### config.mk
export PLATFORM = sky130hd
export DESIGN_NAME = generational_handle_pool
export DESIGN_NICKNAME = d
export VERILOG_FILES = /design/src/hdl/ghp_pkg.sv /design/src/hdl/ghp_ctrl.sv /design/src/hdl/ghp_datapath.sv /design/src/hdl/generational_handle_pool.sv
export VERILOG_INCLUDE_DIRS = /design/src /design/src/hdl
export SDC_FILE = /design/constraint.sdc
export NUM_CORES = 1
export LEC_CHECK = 0
export BUFFER_PORTS_ARGS = -buffer_cell sky130_fd_sc_hd__clkbuf_2
export CORE_ASPECT_RATIO = 0.9
export CORE_MARGIN = 2
export CORE_UTILIZATION = 25
export DETAILED_ROUTE_END_ITERATION = 16
export PLACE_DENSITY_LB_ADDON = 0.15
export SYNTH_ARGS = -nofsm -noshare
export SYNTH_HDL_FRONTEND = slang
export SYNTH_SLANG_ARGS = --single-unit
### constraint.sdc
create_clock -name clk -period 8.3 [get_ports clk]
set_input_delay 0.415 -clock clk [delete_from_list [all_inputs] [get_ports clk]]
set_output_delay 0.415 -clock clk [all_outputs]
set_load 0.01 [all_outputs]
### src/hdl/generational_handle_pool_assert.svh
// assertion macros for the generational handle pool
// used by the top level only, no other dependencies
`ifndef GENERATIONAL_HANDLE_POOL_ASSERT_SVH
`define GENERATIONAL_HANDLE_POOL_ASSERT_SVH

`ifndef SYNTH
// condition in this cycle implies a consequence in the same cycle
`define GHP_ASSERT_SAME(label, clk, rst_n, cond, cons) \
    label: assert property (@(posedge clk) disable iff (!rst_n) (cond) |-> (cons)) \
        else $error("handle pool check failed");
// condition in this cycle implies a consequence in the next cycle
`define GHP_ASSERT_NEXT(label, clk, rst_n, cond, cons) \
    label: assert property (@(posedge clk) disable iff (!rst_n) (cond) |=> (cons)) \
        else $error("handle pool check failed");
`else
`define GHP_ASSERT_SAME(label, clk, rst_n, cond, cons)
`define GHP_ASSERT_NEXT(label, clk, rst_n, cond, cons)
`endif

`endif

### src/hdl/ghp_pkg.sv
// shared types and constants of the generational handle pool
// no dependencies
package ghp_pkg;

    // parameter defaults
    localparam int DEF_POOL_SLOTS = 16;
    localparam int DEF_OWNER_BITS = 16;

    // field widths fixed by the interface
    localparam int SLOT_FIELD_W  = 8;
    localparam int GEN_W         = 32;
    localparam int OWNER_FIELD_W = 16;
    localparam int TDATA_W       = 64;
    localparam int IN_TUSER_W    = 2;

    // generation of a slot that was never released
    localparam logic [GEN_W-1:0] FIRST_GEN = 32'd1;

    // operation codes carried in the input tuser
    typedef enum logic [1:0] {
        OP_CREATE  = 2'd0,
        OP_RELEASE = 2'd1,
        OP_VIEW    = 2'd2
    } op_t;

    // controller to datapath commands
    typedef struct packed {
        logic capture;
        logic resolve;
        logic fetch;
        logic commit;
    } ghp_cmd_t;

    // datapath to controller status
    typedef struct packed {
        logic out_stall;
    } ghp_status_t;

endpackage

### src/hdl/ghp_ctrl.sv
// controller state machine of the generational handle pool
// depends on ghp_pkg for the command and status types
module ghp_ctrl (
    input  logic                 clk,
    input  logic                 rst_n,
    input  logic                 s_axis_tvalid,
    output logic                 s_axis_tready,
    input  ghp_pkg::ghp_status_t status,
    output ghp_pkg::ghp_cmd_t    cmd
);

    typedef enum logic [3:0] {
        ST_IDLE    = 4'b0001,
        ST_RESOLVE = 4'b0010,
        ST_FETCH   = 4'b0100,
        ST_COMMIT  = 4'b1000
    } state_t;

    state_t state_reg;
    state_t state_next;

    // next state
    always_comb
    begin
        state_next = state_reg;
        case (state_reg)
            ST_IDLE:
            begin
                if (s_axis_tvalid)
                begin
                    state_next = ST_RESOLVE;
                end
            end
            ST_RESOLVE: state_next = ST_FETCH;
            ST_FETCH:   state_next = ST_COMMIT;
            ST_COMMIT:
            begin
                if (!status.out_stall)
                begin
                    state_next = ST_IDLE;
                end
            end
            default:    state_next = ST_IDLE;
        endcase
    end

    // state register
    always_ff @(posedge clk or negedge rst_n)
    begin
        if (!rst_n)
        begin
            state_reg <= ST_IDLE;
        end
        else
        begin
            state_reg <= state_next;
        end
    end

    // commands to the datapath
    assign s_axis_tready = (state_reg == ST_IDLE);
    assign cmd.capture   = (state_reg == ST_IDLE) && s_axis_tvalid;
    assign cmd.resolve   = (state_reg == ST_RESOLVE);
    assign cmd.fetch     = (state_reg == ST_FETCH);
    assign cmd.commit    = (state_reg == ST_COMMIT) && !status.out_stall;

endmodule

### src/hdl/ghp_datapath.sv
// datapath of the generational handle pool: occupancy, slot stores, checks
// and the output register; depends on ghp_pkg
module ghp_datapath #(
    parameter int POOL_SLOTS = ghp_pkg::DEF_POOL_SLOTS,
    parameter int OWNER_BITS = ghp_pkg::DEF_OWNER_BITS
) (
    input  logic                             clk,
    input  logic                             rst_n,
    input  ghp_pkg::ghp_cmd_t                cmd,
    output ghp_pkg::ghp_status_t             status,
    input  logic [ghp_pkg::TDATA_W-1:0]      s_axis_tdata,
    input  logic [ghp_pkg::IN_TUSER_W-1:0]   s_axis_tuser,
    output logic                             m_axis_tvalid,
    input  logic                             m_axis_tready,
    output logic [ghp_pkg::TDATA_W-1:0]      m_axis_tdata,
    output logic                             m_axis_tuser
);

    localparam int SLOT_W = (POOL_SLOTS > 1) ? $clog2(POOL_SLOTS) : 1;
    localparam int OWN_W  = (OWNER_BITS < ghp_pkg::OWNER_FIELD_W) ?
                            OWNER_BITS : ghp_pkg::OWNER_FIELD_W;
    localparam int GEN_W  = ghp_pkg::GEN_W;
    localparam int SF_W   = ghp_pkg::SLOT_FIELD_W;
    localparam int OF_W   = ghp_pkg::OWNER_FIELD_W;

    // captured input item
    ghp_pkg::op_t      op_reg;
    logic [SF_W-1:0]   hslot_reg;
    logic [GEN_W-1:0]  hgen_reg;
    logic [OWN_W-1:0]  owner_reg;
    logic              priv_reg;

    // resolved slot
    logic [SLOT_W-1:0] addr_reg;
    logic              in_range_reg;
    logic              free_found_reg;

    // slot state
    logic [POOL_SLOTS-1:0] occ_reg;
    logic [POOL_SLOTS-1:0] occ_next;
    logic [POOL_SLOTS-1:0] gen_set_reg;
    logic [POOL_SLOTS-1:0] gen_set_next;
    logic [GEN_W-1:0]      gen_mem [POOL_SLOTS];
    logic [OWN_W-1:0]      owner_mem [POOL_SLOTS];
    logic                  priv_mem [POOL_SLOTS];

    // read data
    logic [GEN_W-1:0]  gen_rd_reg;
    logic [OWN_W-1:0]  owner_rd_reg;
    logic              priv_rd_reg;

    // output register
    logic              out_valid_reg;
    logic              out_valid_next;
    logic              out_ok_reg;
    logic [SF_W-1:0]   out_slot_reg;
    logic [GEN_W-1:0]  out_gen_reg;
    logic [OF_W-1:0]   out_owner_reg;
    logic              out_priv_reg;

    // combinational results
    logic              ff_found;
    logic [SLOT_W-1:0] ff_idx;
    logic              hs_in_range;
    logic [GEN_W-1:0]  gen_cur;
    logic              handle_ok;
    logic              ok_c;
    logic [SF_W-1:0]   slot_c;
    logic [GEN_W-1:0]  gen_c;
    logic [OF_W-1:0]   owner_c;
    logic              priv_c;
    logic              do_create;
    logic              do_release;

    // capture the input transfer
    always_ff @(posedge clk)
    begin
        if (cmd.capture)
        begin
            op_reg    <= ghp_pkg::op_t'(s_axis_tuser);
            hslot_reg <= s_axis_tdata[SF_W-1:0];
            hgen_reg  <= s_axis_tdata[SF_W+GEN_W-1:SF_W];
            owner_reg <= s_axis_tdata[SF_W+GEN_W+OWN_W-1:SF_W+GEN_W];
            priv_reg  <= s_axis_tdata[SF_W+GEN_W+OF_W];
        end
    end

    // lowest free slot
    always_comb
    begin
        ff_found = 1'b0;
        ff_idx   = '0;
        for (int i = POOL_SLOTS - 1; i >= 0; i--)
        begin
            if (!occ_reg[i])
            begin
                ff_found = 1'b1;
                ff_idx   = SLOT_W'(i);
            end
        end
    end

    assign hs_in_range = ({1'b0, hslot_reg} < (SF_W + 1)'(POOL_SLOTS));

    // resolve the slot address
    always_ff @(posedge clk)
    begin
        if (cmd.resolve)
        begin
            in_range_reg   <= hs_in_range;
            free_found_reg <= ff_found;
            if (op_reg == ghp_pkg::OP_CREATE)
            begin
                addr_reg <= ff_idx;
            end
            else if (hs_in_range)
            begin
                addr_reg <= hslot_reg[SLOT_W-1:0];
            end
            else
            begin
                addr_reg <= '0;
            end
        end
    end

    // slot store reads and writes
    always_ff @(posedge clk)
    begin
        if (cmd.fetch)
        begin
            gen_rd_reg   <= gen_mem[addr_reg];
            owner_rd_reg <= owner_mem[addr_reg];
            priv_rd_reg  <= priv_mem[addr_reg];
        end
        if (do_release)
        begin
            gen_mem[addr_reg] <= gen_cur + GEN_W'(1);
        end
        if (do_create)
        begin
            owner_mem[addr_reg] <= owner_reg;
            priv_mem[addr_reg]  <= priv_reg;
        end
    end

    // handle check and result
    assign gen_cur   = gen_set_reg[addr_reg] ? gen_rd_reg : ghp_pkg::FIRST_GEN;
    assign handle_ok = in_range_reg && occ_reg[addr_reg] && (gen_cur == hgen_reg);

    always_comb
    begin
        ok_c       = 1'b0;
        slot_c     = '0;
        gen_c      = '0;
        owner_c    = '0;
        priv_c     = 1'b0;
        do_create  = 1'b0;
        do_release = 1'b0;
        case (op_reg)
            ghp_pkg::OP_CREATE:
            begin
                ok_c      = free_found_reg;
                do_create = cmd.commit && free_found_reg;
                if (free_found_reg)
                begin
                    slot_c = SF_W'(addr_reg);
                    gen_c  = gen_cur;
                end
            end
            ghp_pkg::OP_RELEASE:
            begin
                ok_c       = handle_ok;
                do_release = cmd.commit && handle_ok;
            end
            ghp_pkg::OP_VIEW:
            begin
                ok_c = handle_ok;
                if (handle_ok)
                begin
                    owner_c = OF_W'(owner_rd_reg);
                    priv_c  = priv_rd_reg;
                end
            end
            default:
            begin
                ok_c = 1'b0;
            end
        endcase
    end

    // occupancy and generation-written bits
    always_comb
    begin
        occ_next     = occ_reg;
        gen_set_next = gen_set_reg;
        if (do_create)
        begin
            occ_next[addr_reg] = 1'b1;
        end
        if (do_release)
        begin
            occ_next[addr_reg]     = 1'b0;
            gen_set_next[addr_reg] = 1'b1;
        end
    end

    always_ff @(posedge clk or negedge rst_n)
    begin
        if (!rst_n)
        begin
            occ_reg     <= '0;
            gen_set_reg <= '0;
        end
        else
        begin
            occ_reg     <= occ_next;
            gen_set_reg <= gen_set_next;
        end
    end

    // output register
    always_comb
    begin
        out_valid_next = out_valid_reg;
        if (cmd.commit)
        begin
            out_valid_next = 1'b1;
        end
        else if (out_valid_reg && m_axis_tready)
        begin
            out_valid_next = 1'b0;
        end
    end

    always_ff @(posedge clk or negedge rst_n)
    begin
        if (!rst_n)
        begin
            out_valid_reg <= 1'b0;
        end
        else
        begin
            out_valid_reg <= out_valid_next;
        end
    end

    always_ff @(posedge clk)
    begin
        if (cmd.commit)
        begin
            out_ok_reg    <= ok_c;
            out_slot_reg  <= slot_c;
            out_gen_reg   <= gen_c;
            out_owner_reg <= owner_c;
            out_priv_reg  <= priv_c;
        end
    end

    assign status.out_stall = out_valid_reg && !m_axis_tready;
    assign m_axis_tvalid    = out_valid_reg;
    assign m_axis_tuser     = out_ok_reg;
    assign m_axis_tdata     = {{(ghp_pkg::TDATA_W - SF_W - GEN_W - OF_W - 1){1'b0}},
                               out_priv_reg, out_owner_reg, out_gen_reg, out_slot_reg};

endmodule

### src/hdl/generational_handle_pool.sv
// generational handle pool, top level: controller plus datapath
// an item is accepted in idle, then passes resolve, fetch and commit; the result
// is written to the output register at commit, which waits while the output stalls
// a new item is taken only in idle, once the last one has left commit
// a finished result waits in the output register while the next item enters
// reset clears occupancy and generation-written flags at once, no clear pass
`include "generational_handle_pool_assert.svh"

module generational_handle_pool #(
    parameter int POOL_SLOTS = ghp_pkg::DEF_POOL_SLOTS,
    parameter int OWNER_BITS = ghp_pkg::DEF_OWNER_BITS
) (
    input  logic                             clk,
    input  logic                             rst_n,
    input  logic                             s_axis_tvalid,
    output logic                             s_axis_tready,
    // handle_slot[7:0], handle_generation[39:8], owner_id[55:40],
    // is_privileged[56], zero fill
    input  logic [ghp_pkg::TDATA_W-1:0]      s_axis_tdata,
    // operation[1:0]
    input  logic [ghp_pkg::IN_TUSER_W-1:0]   s_axis_tuser,
    output logic                             m_axis_tvalid,
    input  logic                             m_axis_tready,
    // result_slot[7:0], result_generation[39:8], result_owner[55:40],
    // result_privileged[56], zero fill
    output logic [ghp_pkg::TDATA_W-1:0]      m_axis_tdata,
    // ok[0]
    output logic                             m_axis_tuser
);

    ghp_pkg::ghp_cmd_t    cmd;
    ghp_pkg::ghp_status_t status;

    // sequencing
    ghp_ctrl u_ctrl (
        .clk           (clk),
        .rst_n         (rst_n),
        .s_axis_tvalid (s_axis_tvalid),
        .s_axis_tready (s_axis_tready),
        .status        (status),
        .cmd           (cmd)
    );

    // slot state and result
    ghp_datapath #(
        .POOL_SLOTS (POOL_SLOTS),
        .OWNER_BITS (OWNER_BITS)
    ) u_datapath (
        .clk           (clk),
        .rst_n         (rst_n),
        .cmd           (cmd),
        .status        (status),
        .s_axis_tdata  (s_axis_tdata),
        .s_axis_tuser  (s_axis_tuser),
        .m_axis_tvalid (m_axis_tvalid),
        .m_axis_tready (m_axis_tready),
        .m_axis_tdata  (m_axis_tdata),
        .m_axis_tuser  (m_axis_tuser)
    );

    // checks
    `GHP_ASSERT_SAME(a_one_cmd, clk, rst_n, 1'b1, $onehot0(cmd))
    `GHP_ASSERT_NEXT(a_one_item, clk, rst_n, s_axis_tvalid && s_axis_tready, !s_axis_tready)
    `GHP_ASSERT_NEXT(a_commit_shows, clk, rst_n, cmd.commit, m_axis_tvalid)

endmodule

# Yosys cells after proc, flatten, opt, wreduce, memory -nomap -nowiden
# Memories as Yosys holds them, arrays and structs flattened. A register that Yosys moved wholly into a read port is not among the register bits.
# Index checks and enable logic that the tools add are counted.
# op_classes
n_lt_le_gt_ge	3
n_mux	40
n_bitwise	4
reduce_logical	18
eq_ne	9
mul	0
addsub	1
shift	0
div_mod_pow	0
# ops
op	n
2-to-1 mux 4 bit	20
adder 32 x 1 -> 32 bit, second input constant	1
== test 32 bit	1
2-to-1 mux 16 bit	2
2-to-1 mux 32 bit	1
OR 16 bit	2
bitwise AND 16 bit	1
NOT 16 bit	1
case mux 4 bit (4 select lines)	1
AND reduction 15 bit	1
2-to-1 mux 1 bit	12
logical AND 1 bit	9
binary-select mux 1 bit (select 4 bit)	2
less-than comparator 8 x 5 -> 1 bit, second input constant	1
AND reduction 2 bit	3
less-than comparator 4 x 5 -> 1 bit, second input constant	1
demux 1 bit (select 4 bit)	1
== test 4 x 1 -> 1 bit, second input constant	1
== test 4 x 2 -> 1 bit, second input constant	1
== test 4 x 3 -> 1 bit, second input constant	1
== test 4 bit, second input constant	1
greater-or-equal comparator 4 x 1 -> 1 bit, second input constant	1
inequality test 2 bit, second input constant	2
== test 2 x 1 -> 1 bit, second input constant	1
other kinds (6)	7
# word_totals
romBits	0
ff_bits	160
mem_bits_rw	784
input_bits	70
mem_count	3
wordCells	96
latchBits	0
# memory_table
memory	depth	width	read_ports	rd_clocked_by_memory_dff	wr	line_no	rtl
u_datapath.gen_mem	16	32	1	1	1	ghp_datapath.sv:43	logic [GEN_W-1:0] gen_mem [POOL_SLOTS];
u_datapath.owner_mem	16	16	1	1	1	ghp_datapath.sv:44	logic [OWN_W-1:0] owner_mem [POOL_SLOTS];
u_datapath.priv_mem	16	1	1	1	1	ghp_datapath.sv:45	logic priv_mem [POOL_SLOTS];

# Depth between registers and ports, before layout
# depth
ltp_word	17
depth_mapped	19

# By module
# From an unflattened synthesis, not the netlist that was laid out.
# unflattened
cells_unflattened	1939
area_unflattened_um2	39086.2
# modules_own_cells
module	seq_area_each_um2	cells_per_inst	n_inst	area_per_inst_um2
ghp_datapath	29413.2	1918	1	38862.3
ghp_ctrl	101.3	21	1	224.0

# Worst setup path after synthesis
# OpenSTA, ideal clock, no wires.
# synth_path
kind	reg2reg
from	register u_datapath.addr_reg[0]
to	memory u_datapath.gen_mem[11][0] (enable)
arrival_ps	5720
setup_time_ps	502
path_stages_with_launch	11
path_buffers	2
slack_ps	2078
period_less_slack_ps	6222
path_cell_list	edfxtp_1 > buf_2 > or2_1 > o22ai_1 > o21a_1 > o21ai_0 > a21o_1 > or4_1 > or4_1 > buf_2 > nor4bb_1
# synth_via
elab_chain_cells	9
elab_cells_between_ends	12
cone_classes	1 x eq/ne; 8 x mux; 3 x reduce/logical
# synth_lines
element	line_no	rtl
from (decl)	ghp_datapath.sv:34	logic [SLOT_W-1:0] addr_reg;
from (signal assigned)	ghp_datapath.sv:114	addr_reg <= ff_idx;
from (signal assigned)	ghp_datapath.sv:118	addr_reg <= hslot_reg[SLOT_W-1:0];
binary-select mux 1 bit (select 4 bit)	ghp_datapath.sv:148	assign gen_cur = gen_set_reg[addr_reg] ? gen_rd_reg : ghp_pkg::FIRST_GEN;
2-to-1 mux 1 bit (not written as such)	ghp_datapath.sv:148	
2-to-1 mux 32 bit	ghp_datapath.sv:148	
== test 32 bit	ghp_datapath.sv:149	assign handle_ok = in_range_reg && occ_reg[addr_reg] && (gen_cur == hgen_reg);
logical AND 1 bit	ghp_datapath.sv:149	
logical AND 1 bit	ghp_datapath.sv:174	do_release = cmd.commit && handle_ok;
2-to-1 mux 1 bit	ghp_datapath.sv:160	case (op_reg)
2-to-1 mux 1 bit	ghp_datapath.sv:136	if (do_release)
2-to-1 mux 1 bit (not written as such)	ghp_datapath.sv:138	gen_mem[addr_reg] <= gen_cur + GEN_W'(1);
to (decl)	ghp_datapath.sv:43	
# Several ways; a longest one is shown, not always the timed one. The select of a mux whose other input is x is not followed.

# Worst setup path in the final report
# layout_path
from	register u_datapath.addr_reg[3]
to	memory u_datapath.gen_mem[3][30] (data pin)
# layout_via
elab_chain_cells	4
# layout_lines
element	line_no	rtl
binary-select mux 1 bit (select 4 bit)	ghp_datapath.sv:148	
2-to-1 mux 1 bit (not written as such)	ghp_datapath.sv:148	
2-to-1 mux 32 bit	ghp_datapath.sv:148	
via u_datapath.gen_cur[0]	ghp_datapath.sv:65	logic [GEN_W-1:0] gen_cur;
adder 32 x 1 -> 32 bit	ghp_datapath.sv:138	
# The timed path passes the listed nets, and every way through them passes these cells. The select of a mux whose other input is x is not followed.

==> impl_metrics.py <==
metrics = {
    "synth": {
        "synth.cell_area_um2": 38940,
        "seq_area_frac_synth_pct": 75.79,
        "syn_area_per_cell_um2": 20.51,
        "synthArstFlopShare_pct": 3.741,
        "yosysUniqueCellTypes": 65,
        "synth_warnings": 0,
        "ys.flop_type": "edfxtp_1",
        "synth-edff-count": 952,
        "synth-seq-cells": 989,
        "syn_inst": 1899,
    },
    "power_and_ir_drop": {
        "p_total_mw": 11.37,
        "p_int_mw": 8.688,
        "switching_power_mw": 2.679,
        "comb_power_share_pct": 7.7,
        "p_per_area_nw_per_um2": 244.7,
        "ir_drop_uv": 207.3,
        "seqPwrFrac_pct": 51.3,
        "clkPwrFrac_pct": 41.0,
        "power.leakage_nw": 14.65,
        "sw_frac_of_total_pct": 23.57,
    },
    "clock_network": {
        "cts_tree": "yes",
        "h-tree-depth": 3,
        "cts_num_sinks": 989,
        "clock_latency_ns": 0.76,
        "cts_setup_buffers": 0,
        "cts_hold_buf": 61,
        "root_buffer": "clkbuf_16",
        "cts_buffers": 109,
        "cts_resized": 0,
        "clkTransAtPathRegs_ns": 0.06,
        "clk_path_buf_depth": 3,
    },
    "global_routing": {
        "grt-ovfl-total": 0,
        "antenna_found_initial": 0,
        "grt_pass1_wl_um": 153100,
        "track_usage_pct": 13.52,
        "grt_pass1_vias": 20842,
        "grt_max_degree": 139,
    },
    "min_path": {
        "min_to": "u_datapath.m_axis_tvalid",
        "min_path_cells": 3,
        "hp-class": "input pin to register",
        "worstHoldStart": "m_axis_tready",
    },
    "critical_path": {
        "timing.rr.start": "u_datapath.addr_reg[3]",
        "crit_fanout": 53,
        "crit_type": "register to register",
        "r2r-end": "u_datapath.gen_mem[3][30]",
        "worstPathArrival_ns": 7.15,
        "cp.buffers_inverters": 2,
        "ff2ff_path_depth": 15,
        "required_ns": 8.67,
        "startpoint": "u_datapath.addr_reg[3]",
        "cp-end-kind": "register",
        "critPathSlowestCell": "edfxtp_1",
        "reg2reg_slack_ns": 1.52,
        "crit_chain": "buf_12 -> mux2i_1 -> o22ai_1 -> o21a_1 -> nor2_4 -> nor2_1 -> inv_1 -> ha_1 -> and4_1 -> nand3_1 -> nor4_1 -> o2111ai_1 -> or2_2 -> or3_1 -> a21oi_1",
        "worst_path_largest_cell_delay_ns": 0.98,
        "cp_top_family": "simple AND/OR/NAND/NOR gates",
        "critPathLaunchType": "register",
    },
    "placed_design": {
        "place_hpwl_um": 61610,
        "dp_cells": 4066,
        "io_buffers": 118,
        "place.gp.congestion": 0.8259,
        "dp_slack_ns": 1.609,
    },
    "route": {
        "wl_um": 107800,
        "drtAntennaViolNets": 0,
        "wl_met1_um": 47540,
        "drtPass1Iterations": 5,
        "post-route-drc-count": 0,
        "dr_wl_met3_um": 4032,
        "wl_met2_um": 53950,
        "via_count": 19537,
        "top_layer_used": "met4",
        "avgViaCountPerCell": 4.518,
        "drtIter0Drc": 1791,
        "wl_per_cell_um": 24.94,
    },
    "final_layout": {
        "biggestRegsByFlops": "u_datapath.gen_mem (512), u_datapath.owner_mem (256)",
        "num_antenna_cells": 0,
        "nFillCells": 15014,
        "multi_input_area_um2": 8945,
        "drive_above_1_share_pct": 29.16,
        "largest_reg_flops": 512,
        "top_register": "u_datapath.gen_mem",
        "final_core_util_pct": 30.01,
        "area_delta_synth_final_pct": 19.30,
        "nNetsFinal": 2228,
        "final_cells": 4324,
        "regArea_um2": 29510,
    },
    "timing": {
        "max-slew-margin-rel_pct": 13.14,
        "tns_ns": 0,
        "maxSlewViolCount": 0,
        "post-route-period-util_pct": 81.66,
        "setup_ws_ns": 1.522,
        "period_minus_slack_ns": 6.778,
        "setup_viol": 0,
        "finalClockSkew_ns": 0.08484,
        "final_hold_viol_count": 0,
        "fmax_mhz": 147.5,
        "worstMarginPinSlew_ns": 1.294,
        "rsz0062_at_grt": "false",
    },
    "die": {
        "fp.dieH_um": 378.4,
        "fp.dieArea_um2": 158900,
        "core_um2": 154800,
        "pin_count": 137,
        "num_rows": 137,
        "die-width_um": 420.0,
        "initial_core_util_pct": 25.16,
    },
    "job": {
        "drv_cap": 0,
    },
    "status": {
        "outcome": "complete, no violations",
    },
}
final cells by class:
cell class / instances / area share [%]
well taps: 2085 / 5.615
clock buffers: 122 / 5.976
flip-flops and latches: 989 / 63.53
inverters: 51 / 0.4121
multi-input cells: 760 / 19.25
repair buffers: 242 / 3.684
clock inverters: 75 / 1.527
metal layers:
metal	up-vias	track usage (%)
li1	8290	-
met1	10656	17.97
met2	437	22.90
met3	154	2.167
met4	0	3.543
met5	-	0
power by group through the flow:
stage | clock network (mW) | logic (mW) | registers [mW]
2_1_floorplan | 0 | 0.595 | 5.86
3_3_place_gp | 0 | 0.862 | 5.93
3_5_place_dp | 0 | 0.875 | 5.94
4_1_cts | 4.81 | 0.899 | 5.84
5_1_grt | 4.99 | 0.950 | 5.85
6_report | 4.66 | 0.870 | 5.84
cell families (layout without fill, tap and decap cells):
| family | Yosys count | count (layout) | synth area share (%) |
|---|---|---|---|
| buffers and inverters | 160 | 490 | 1.761 |
| XOR/XNOR | 36 | 36 | 0.8097 |
| AO/OA/AOI/OAI | 129 | 129 | 2.323 |
| other | 1 | 11 | 0.009630 |
| adder cells (fa/ha/maj) | 5 | 5 | 0.1606 |
| flip-flops | 989 | 989 | 75.79 |
| multiplexers | 256 | 256 | 14.62 |
| AND/OR/NAND/NOR | 323 | 323 | 4.530 |
cells in the mapped netlist (9+ instances only):
library cell / number / area share (%)
and2_1: 25 / 0.40
nand3_1: 25 / 0.32
buf_2: 11 / 0.14
o21ai_0: 24 / 0.31
clkbuf_1: 58 / 0.56
o21bai_1: 12 / 0.23
buf_4: 13 / 0.25
nand4_1: 23 / 0.37
xnor2_1: 21 / 0.47
dfrtp_1: 36 / 2.3
edfxtp_1: 952 / 73
inv_1: 50 / 0.48
mux4_2: 250 / 14
buf_1: 24 / 0.23
nor2_1: 92 / 0.89
xor2_1: 15 / 0.34
nand2_1: 48 / 0.46
nor3_1: 33 / 0.42
nor2b_1: 9 / 0.14
nor4_2: 15 / 0.48
a31oi_1: 12 / 0.19
a21oi_1: 14 / 0.18
cell usage in the layout, fill, tap and decap left out, drive strengths merged, types with 9 or more instances in the layout:
master       count
and2            25
nor4            22
edfxtp         952
nand3           25
o21ai           27
clkinv          62
mux4           250
buf             63
a21oi           14
a31oi           12
dfrtp           36
conb            11
clkbuf         240
o21ba           12
nand2           48
xor2            15
nor2b            9
dlygate4sd3     61
xnor2           21
inv             51
o21bai          12
nor3            33
nor2            92
nand4           23
tightest hold or removal path, cell delays in order:
cell      delay [ns]
clkbuf_2        0.08
nor2b_1         0.10
nand2b_1        0.17
metrics by stage:
stage | hold WS (ns) | area, um^2
2_1_floorplan | 0.1194 | 38980
3_3_place_gp | 0.4447 | 42360
3_5_place_dp | 0.4452 | 42360
4_1_cts | 0.07635 | 46460
5_1_grt | 0.1015 | 46460
6_report | 0.1256 | 46460
worst max path at each step:
stage                     cells after the start                        end
after floorplan                              10  u_datapath.gen_mem[11][0]
after detailed placement                     15  u_datapath.gen_mem[2][30]
after CTS                                    15  u_datapath.gen_mem[3][30]
after global placement                       16  u_datapath.gen_mem[0][30]
final                                        15  u_datapath.gen_mem[3][30]
after global routing                         15  u_datapath.gen_mem[0][30]
Power figures use the tool's default switching activity.
